<file path="src/hdl/velocity_command_packet_encoder_unit_assert.svh">
// assertion macros for the velocity command packet encoder
// expects clk and rst_n in the scope where the macros are used
`ifndef VELOCITY_COMMAND_PACKET_ENCODER_UNIT_ASSERT_SVH
`define VELOCITY_COMMAND_PACKET_ENCODER_UNIT_ASSERT_SVH

// condition holds at every clock edge out of reset
`define VCPE_ASSERT_ALWAYS(label, cond, msg) \
    label: assert property (@(posedge clk) disable iff (!rst_n) (cond)) \
        else $error(msg);

// consequent holds in the clock cycle after the antecedent
`define VCPE_ASSERT_NEXT(label, ante, cons, msg) \
    label: assert property (@(posedge clk) disable iff (!rst_n) (ante) |=> (cons)) \
        else $error(msg);

`endif

</file>
<file path="src/hdl/vcpe_pkg.sv">
// types and constants for the velocity command packet encoder
// no dependencies
package vcpe_pkg;

    typedef logic [7:0] byte_t;
    typedef logic [3:0] byte_idx_t;

    localparam int unsigned FrameLen = 14;
    localparam byte_idx_t LastIdx = 4'd13;

    localparam byte_t FrameHeader = 8'h99;
    localparam logic [9:0] LinScale = 10'd487;
    localparam logic [10:0] VelLimit = 11'd2047;

    // ceil(2^24 / 45), exact floor division for dividends up to 2^18
    localparam logic [18:0] AngRecip = 19'd372828;

    localparam logic [3:0] CounterWrap = 4'd8;

endpackage

</file>
<file path="src/hdl/velocity_command_packet_encoder_unit.sv">
// velocity command packet encoder: command word in, fourteen-byte frame out
// depends on vcpe_pkg and velocity_command_packet_encoder_unit_assert.svh
//
//   channel  signals                                          direction
//   in       in_valid, in_stall, vel_forward, vel_normal,      command word in
//            vel_angular, robot_id
//   out      out_valid, out_stall, frame_byte, frame_last      frame byte out
//
// each frame leaves one byte per cycle while out_stall is low, from a
// 14-byte shift register. a command waits in the input register while the
// previous frame drains, so frames follow each other with no gap.
// scaling and packing are combinational between the input and frame registers.
// reset clears valids, the byte index and the frame counter.
// out_stall holds the current byte; in_stall rises while a command waits.
`include "velocity_command_packet_encoder_unit_assert.svh"

module velocity_command_packet_encoder_unit
(
    input  logic                clk,
    input  logic                rst_n,
    input  logic                in_valid,
    output logic                in_stall,
    input  logic signed [15:0]  vel_forward,
    input  logic signed [15:0]  vel_normal,
    input  logic signed [17:0]  vel_angular,
    input  logic [3:0]          robot_id,
    output logic                out_valid,
    input  logic                out_stall,
    output logic [7:0]          frame_byte,
    output logic                frame_last
);

    function automatic logic [11:0] lin_code(input logic signed [15:0] q);
        logic signed [26:0] prod;
        logic signed [16:0] scaled;
        logic [16:0]        absval;
        logic [10:0]        magn;
        prod   = q * $signed({1'b0, vcpe_pkg::LinScale});
        scaled = prod[24:8];
        absval = scaled[16] ? 17'(-scaled) : 17'(scaled);
        magn   = (absval > {6'd0, vcpe_pkg::VelLimit}) ? vcpe_pkg::VelLimit : absval[10:0];
        return {scaled[16], magn};
    endfunction

    logic                   cmd_valid_reg;
    logic signed [15:0]     fwd_reg;
    logic signed [15:0]     nrm_reg;
    logic signed [17:0]     ang_reg;
    logic [3:0]             id_reg;

    vcpe_pkg::byte_t        frame_reg [vcpe_pkg::FrameLen];
    vcpe_pkg::byte_t        frame_next [vcpe_pkg::FrameLen];
    logic                   frame_valid_reg;
    vcpe_pkg::byte_idx_t    idx_reg;
    logic [3:0]             cnt_reg;
    logic [3:0]             cnt_next;

    logic                   in_accept;
    logic                   out_accept;
    logic                   frame_take;
    logic                   load;

    logic [11:0]            f_code;
    logic [11:0]            n_code;
    logic                   a_sign;
    logic [17:0]            a_abs;
    logic [37:0]            a_prod;
    logic [13:0]            a_quot;
    logic [10:0]            a_mag;
    logic                   a_neg;

    assign out_accept = frame_valid_reg && !out_stall;
    assign frame_take = !frame_valid_reg || (out_accept && frame_last);
    assign load       = cmd_valid_reg && frame_take;
    assign in_stall   = cmd_valid_reg && !frame_take;
    assign in_accept  = in_valid && !in_stall;

    assign out_valid  = frame_valid_reg;
    assign frame_byte = frame_reg[0];
    assign frame_last = (idx_reg == vcpe_pkg::LastIdx);

    always_comb
    begin
        f_code = lin_code(fwd_reg);
        n_code = lin_code(nrm_reg);

        a_sign = ang_reg[17];
        a_abs  = a_sign ? 18'(-ang_reg) : 18'(ang_reg);
        a_prod = 38'({a_abs, 1'b0}) * 38'(vcpe_pkg::AngRecip);
        a_quot = a_prod[37:24];
        a_mag  = (a_quot > {3'd0, vcpe_pkg::VelLimit}) ? vcpe_pkg::VelLimit : a_quot[10:0];
        a_neg  = a_sign && (a_mag != 11'd0);

        for (int k = 0; k < vcpe_pkg::FrameLen; k++)
        begin
            frame_next[k] = 8'h00;
        end
        frame_next[0]  = vcpe_pkg::FrameHeader;
        frame_next[1]  = {4'd0, id_reg};
        frame_next[3]  = {1'b0, a_mag[10:7], 3'd0};
        frame_next[4]  = {1'b0, f_code[6:0]};
        frame_next[5]  = {1'b0, n_code[6:0]};
        frame_next[6]  = {2'd0, n_code[11], f_code[11], f_code[10:7]};
        frame_next[7]  = {1'b0, a_mag[6:0]};
        frame_next[8]  = {1'b0, n_code[10:7], a_neg, 1'b0, 1'b1};
        frame_next[11] = {5'd0, cnt_reg[2:0]};

        cnt_next = (cnt_reg < vcpe_pkg::CounterWrap) ? 4'(cnt_reg + 4'd1) : 4'd0;
    end

    always_ff @(posedge clk or negedge rst_n)
    begin
        if (!rst_n)
        begin
            cmd_valid_reg   <= 1'b0;
            frame_valid_reg <= 1'b0;
            idx_reg         <= '0;
            cnt_reg         <= '0;
        end
        else
        begin
            if (in_accept)
            begin
                cmd_valid_reg <= 1'b1;
            end
            else if (load)
            begin
                cmd_valid_reg <= 1'b0;
            end

            if (load)
            begin
                frame_valid_reg <= 1'b1;
                idx_reg         <= '0;
                cnt_reg         <= cnt_next;
            end
            else if (out_accept)
            begin
                if (frame_last)
                begin
                    frame_valid_reg <= 1'b0;
                end
                idx_reg <= vcpe_pkg::byte_idx_t'(idx_reg + 4'd1);
            end
        end
    end

    always_ff @(posedge clk)
    begin
        if (in_accept)
        begin
            fwd_reg <= vel_forward;
            nrm_reg <= vel_normal;
            ang_reg <= vel_angular;
            id_reg  <= robot_id;
        end

        if (load)
        begin
            frame_reg <= frame_next;
        end
        else if (out_accept)
        begin
            for (int k = 0; k < vcpe_pkg::FrameLen - 1; k++)
            begin
                frame_reg[k] <= frame_reg[k + 1];
            end
        end
    end

    `VCPE_ASSERT_ALWAYS(a_idx_range,
        !frame_valid_reg || (idx_reg <= vcpe_pkg::LastIdx),
        "byte index past end of frame")
    `VCPE_ASSERT_ALWAYS(a_cnt_range, cnt_reg <= vcpe_pkg::CounterWrap,
        "frame counter above wrap value")
    `VCPE_ASSERT_NEXT(a_load_start, load,
        frame_valid_reg && (idx_reg == 4'd0) && (frame_byte == vcpe_pkg::FrameHeader),
        "frame did not start with header")
    `VCPE_ASSERT_NEXT(a_drain_end, out_accept && frame_last && !cmd_valid_reg,
        !frame_valid_reg, "frame still valid after last byte")

endmodule
</file>
<file path="config.mk">
export PLATFORM = sky130hd
export DESIGN_NAME = velocity_command_packet_encoder_unit
export DESIGN_NICKNAME = d
export VERILOG_FILES = /design/src/hdl/vcpe_pkg.sv /design/src/hdl/velocity_command_packet_encoder_unit.sv
export VERILOG_INCLUDE_DIRS = /design/src /design/src/hdl
export SDC_FILE = /design/constraint.sdc
export NUM_CORES = 1
export LEC_CHECK = 0
export BUFFER_PORTS_ARGS = -buffer_cell sky130_fd_sc_hd__buf_4
export CORE_MARGIN = 10
export CORE_UTILIZATION = 45
export CTS_CLUSTER_DIAMETER = 100
export DETAILED_ROUTE_END_ITERATION = 7
export GPL_ROUTABILITY_DRIVEN = 1
export SLEW_MARGIN = 25
export SYNTH_ARGS = -nofsm -noshare
export SYNTH_HDL_FRONTEND = slang
export SYNTH_SLANG_ARGS = --single-unit
</file>
<file path="constraint.sdc">
create_clock -name clk -period 12.3 [get_ports clk]
set_clock_uncertainty 0.15 [all_clocks]
set_input_delay 1.23 -clock clk [delete_from_list [all_inputs] [get_ports clk]]
set_output_delay 1.23 -clock clk [all_outputs]
set_load 0.1 [all_outputs]
</file>
==> impl_results.md <==
- R2R Setup Slk: 3.78 ns
- DRC: 0
- Clock transition at path regs: approximately 0.070 ns
- GPL Wtd Cong: about 0.90
- Area grow syn2layout: 8.344%
- Post-Synthesis Cell Area: about 18000 um^2
- Final Setup Violations: 0
- CP Data Arrival Time: 8.54 ns
- Startpoint types: register
- Yosys reg bits: between 100 and 150
- Setup TNS: 0 ns
- Die X: 221.9 um
- Dominant cells by area after synthesis: fa_1 26%, ha_1 18%, edfxtp_1 16%, inv_1 8.2%, dfxtp_1 3.3%
- Reg2Reg Depth: 25
- Antenna Cells: 0
- Crit path to: frame_reg[42]
- Post-synthesis cell type count: a little over 90
- Syn_area_per_cell: 9.823 um^2
- First-pass GRT wire length: a little under 70000 um
- Yosys Warn Count: 0
- Post-Syn Nets: 2420
- Hold buffer count at cts: 0
- RSZ-0062 raised after global routing: false
- Worst Setup End Kind: register
- Crit. Startpoint: ang_reg[0]
- Reg2reg end: frame_reg[42]
- Commonest non-fill, non-tap cell in the layout: inv_1
- Final net count: 2462
- Layout cells sized above 1: 7.700%
- Clk Latency, worst-skew pair: 0.47 ns
- Synth Instances: ~1900
- Area leader, netlist: fa_1
- CTS Sinks: about 140
- Antenna-violating nets left: 0
- WL per Instance: roughly 17 um
- CTS tree: built
- Run status: completed
- CP max stage cell: a221oi_2
- Worst min path class: reg -> reg
- Drt pass-1 iters: 5
- Critical path buffer and inverter count: 4
- Vias: 12990
- CP most frequent cell: fa_1
- CTS buffer count: 17
- Detail Placement HPWL: between 30000 and 40000 um
- CP Max Fanout: 12
- Delay-heaviest family, CP: adder cells
- Initial antenna violation count: 0
- Max_slew headroom: approximately two fifths
- Fmax: around 0.12 GHz
- Worst-margin pin slew: 0.9216 ns
- Core area: approximately 40000 um^2
- Initial Util: 45.84%
- Crit Reg-Reg Startpoint: ang_reg[0]
- Fin util: 49.67%
- Asr flop ratio synth: under 10%
- Die Y: 221.9 um
- Port-buffer cells: 68
- WL final: just over 40000 um
- Max FFs per register: between 60 and 70
- Largest net degree at the start of global routing: 72
- 1st-iter DRT viols: between 700 and 800
- Post-route minimum period: approximately 8.5 ns
- Post-synth top area share: 25.87%
- Worst path depth: 25
- I/O pins: between 60 and 70
- Clock Tree Buf Depth: 2
- Cell Count Post-Placement: roughly 2400
- Vias/cell: between 5 and 6
- Post-CTS Setup Inserts: 0
- Dominant synthesized flop cell: edfxtp_1
- Most frequent cells in the layout: 400 x inv_1, 258 x ha_1, 237 x fa_1
- Non-Filler Instances: ~2400
- Worst path max stage delay: ~0.76 ns
- Post-CTS Resized: 0
- GR Overflow Total: 0
- Max-slew violations: 0
- H-tree depth: 4
- Final hold vios: 0
- Post-synth EDFFs: between 90 and 100
- GRT Total Usage: ~17%
- Required time worst endpoint: 12.31 ns
- Vias in the first global route: approximately 14000
- CTS root buf: clkbuf_16
- Row cnt: 73
- Die area: 49230 um^2
- Post-synthesis sequential area ratio: 20.52%
- Final period util: 69.30%
- Kind of critical path: reg -> reg
- Max Cap Viol: 0
## worst register-to-register path: cells and delay by family, from the launching register on
family	cells	cell delay, ns
adder cells (fa/ha/maj)	7	3.29
AO/OA/AOI/OAI	8	2.36
AND/OR/NAND/NOR	5	1.31
flip-flops	1	0.54
XOR/XNOR	1	0.36
buffers and inverters	4	0.21
## how the worst min path moves through the flow
stage / startpoint / to / slack, ns / cells past startpoint
finish: frame_reg[94] / frame_reg[102] / 0.29 / 2
global route: frame_reg[24] / frame_reg[32] / 0.31 / 2
CTS: frame_byte[7] / frame_byte[7] / 0.30 / 2
detailed placement: frame_byte[7] / frame_byte[7] / 0.29 / 2
global placement: frame_reg[25] / frame_reg[33] / 0.29 / 2
floorplan: frame_byte[7] / frame_byte[7] / 0.27 / 2
## cells by family after synthesis
family                   Yosys count  synth area share, %
AND/OR/NAND/NOR                  375                9.879
buffers and inverters            451                9.783
adder cells (fa/ha/maj)          495                43.47
flip-flops                       137                20.52
multiplexers                       6               0.3684
AO/OA/AOI/OAI                    320                11.97
XOR/XNOR                          83                4.005
## cell type report
type                            count  area (um^2)
Clock buffer                       19        475.5
Clock inverter                     13        117.6
Fill cell                        3753        20140
Inverter                          400         1501
Multi-Input combinational cell   1279        12800
Sequential cell                   137         3764
Tap cell                          525        656.9
Timing Repair Buffer               74        555.5
## metal layers
layer | track usage [%] | part of all wire (%) | up-vias
li1 | - | - | 6275
met4 | 5.379 | 2.0 | 0
met1 | 22.48 | 45 | 6443
met3 | 3.006 | 3.5 | 41
met5 | 0 | 0 | -
met2 | 28.31 | 49 | 231
## stage by stage
step | hold slack [ns] | instance area [um^2] | setup slack (ns)
3_3_place_gp | 0.2857 | 19270 | 4.004
5_1_grt | 0.3083 | 19870 | 3.150
4_1_cts | 0.2981 | 19870 | 3.787
3_5_place_dp | 0.2882 | 19270 | 3.821
2_1_floorplan | 0.2728 | 18340 | 4.844
6_report | 0.2937 | 19870 | 3.776
## Yosys cell counts, types with 7 or more instances
cell,instances
buf_4,10
o21a_1,12
edfxtp_1,97
a21boi_0,7
a31oi_1,12
xnor2_1,50
inv_1,400
nor4_1,7
nor2b_1,10
o21ai_0,34
o31ai_1,8
dfrtp_1,10
nand2_1,157
ha_1,258
nor3_1,29
o2bb2ai_1,9
nand4_1,18
a21o_1,28
xor2_1,32
o211ai_1,10
dfxtp_1,30
a21oi_1,116
nand3_1,33
nand2b_1,18
nor2_1,48
a211oi_1,12
clkbuf_1,24
and2_1,9
or2_2,7
and3_1,11
fa_1,237
Power is left out: the tool's default activity adds up to more than one toggle a clock period on the data nets, which glitch-free logic cannot reach.
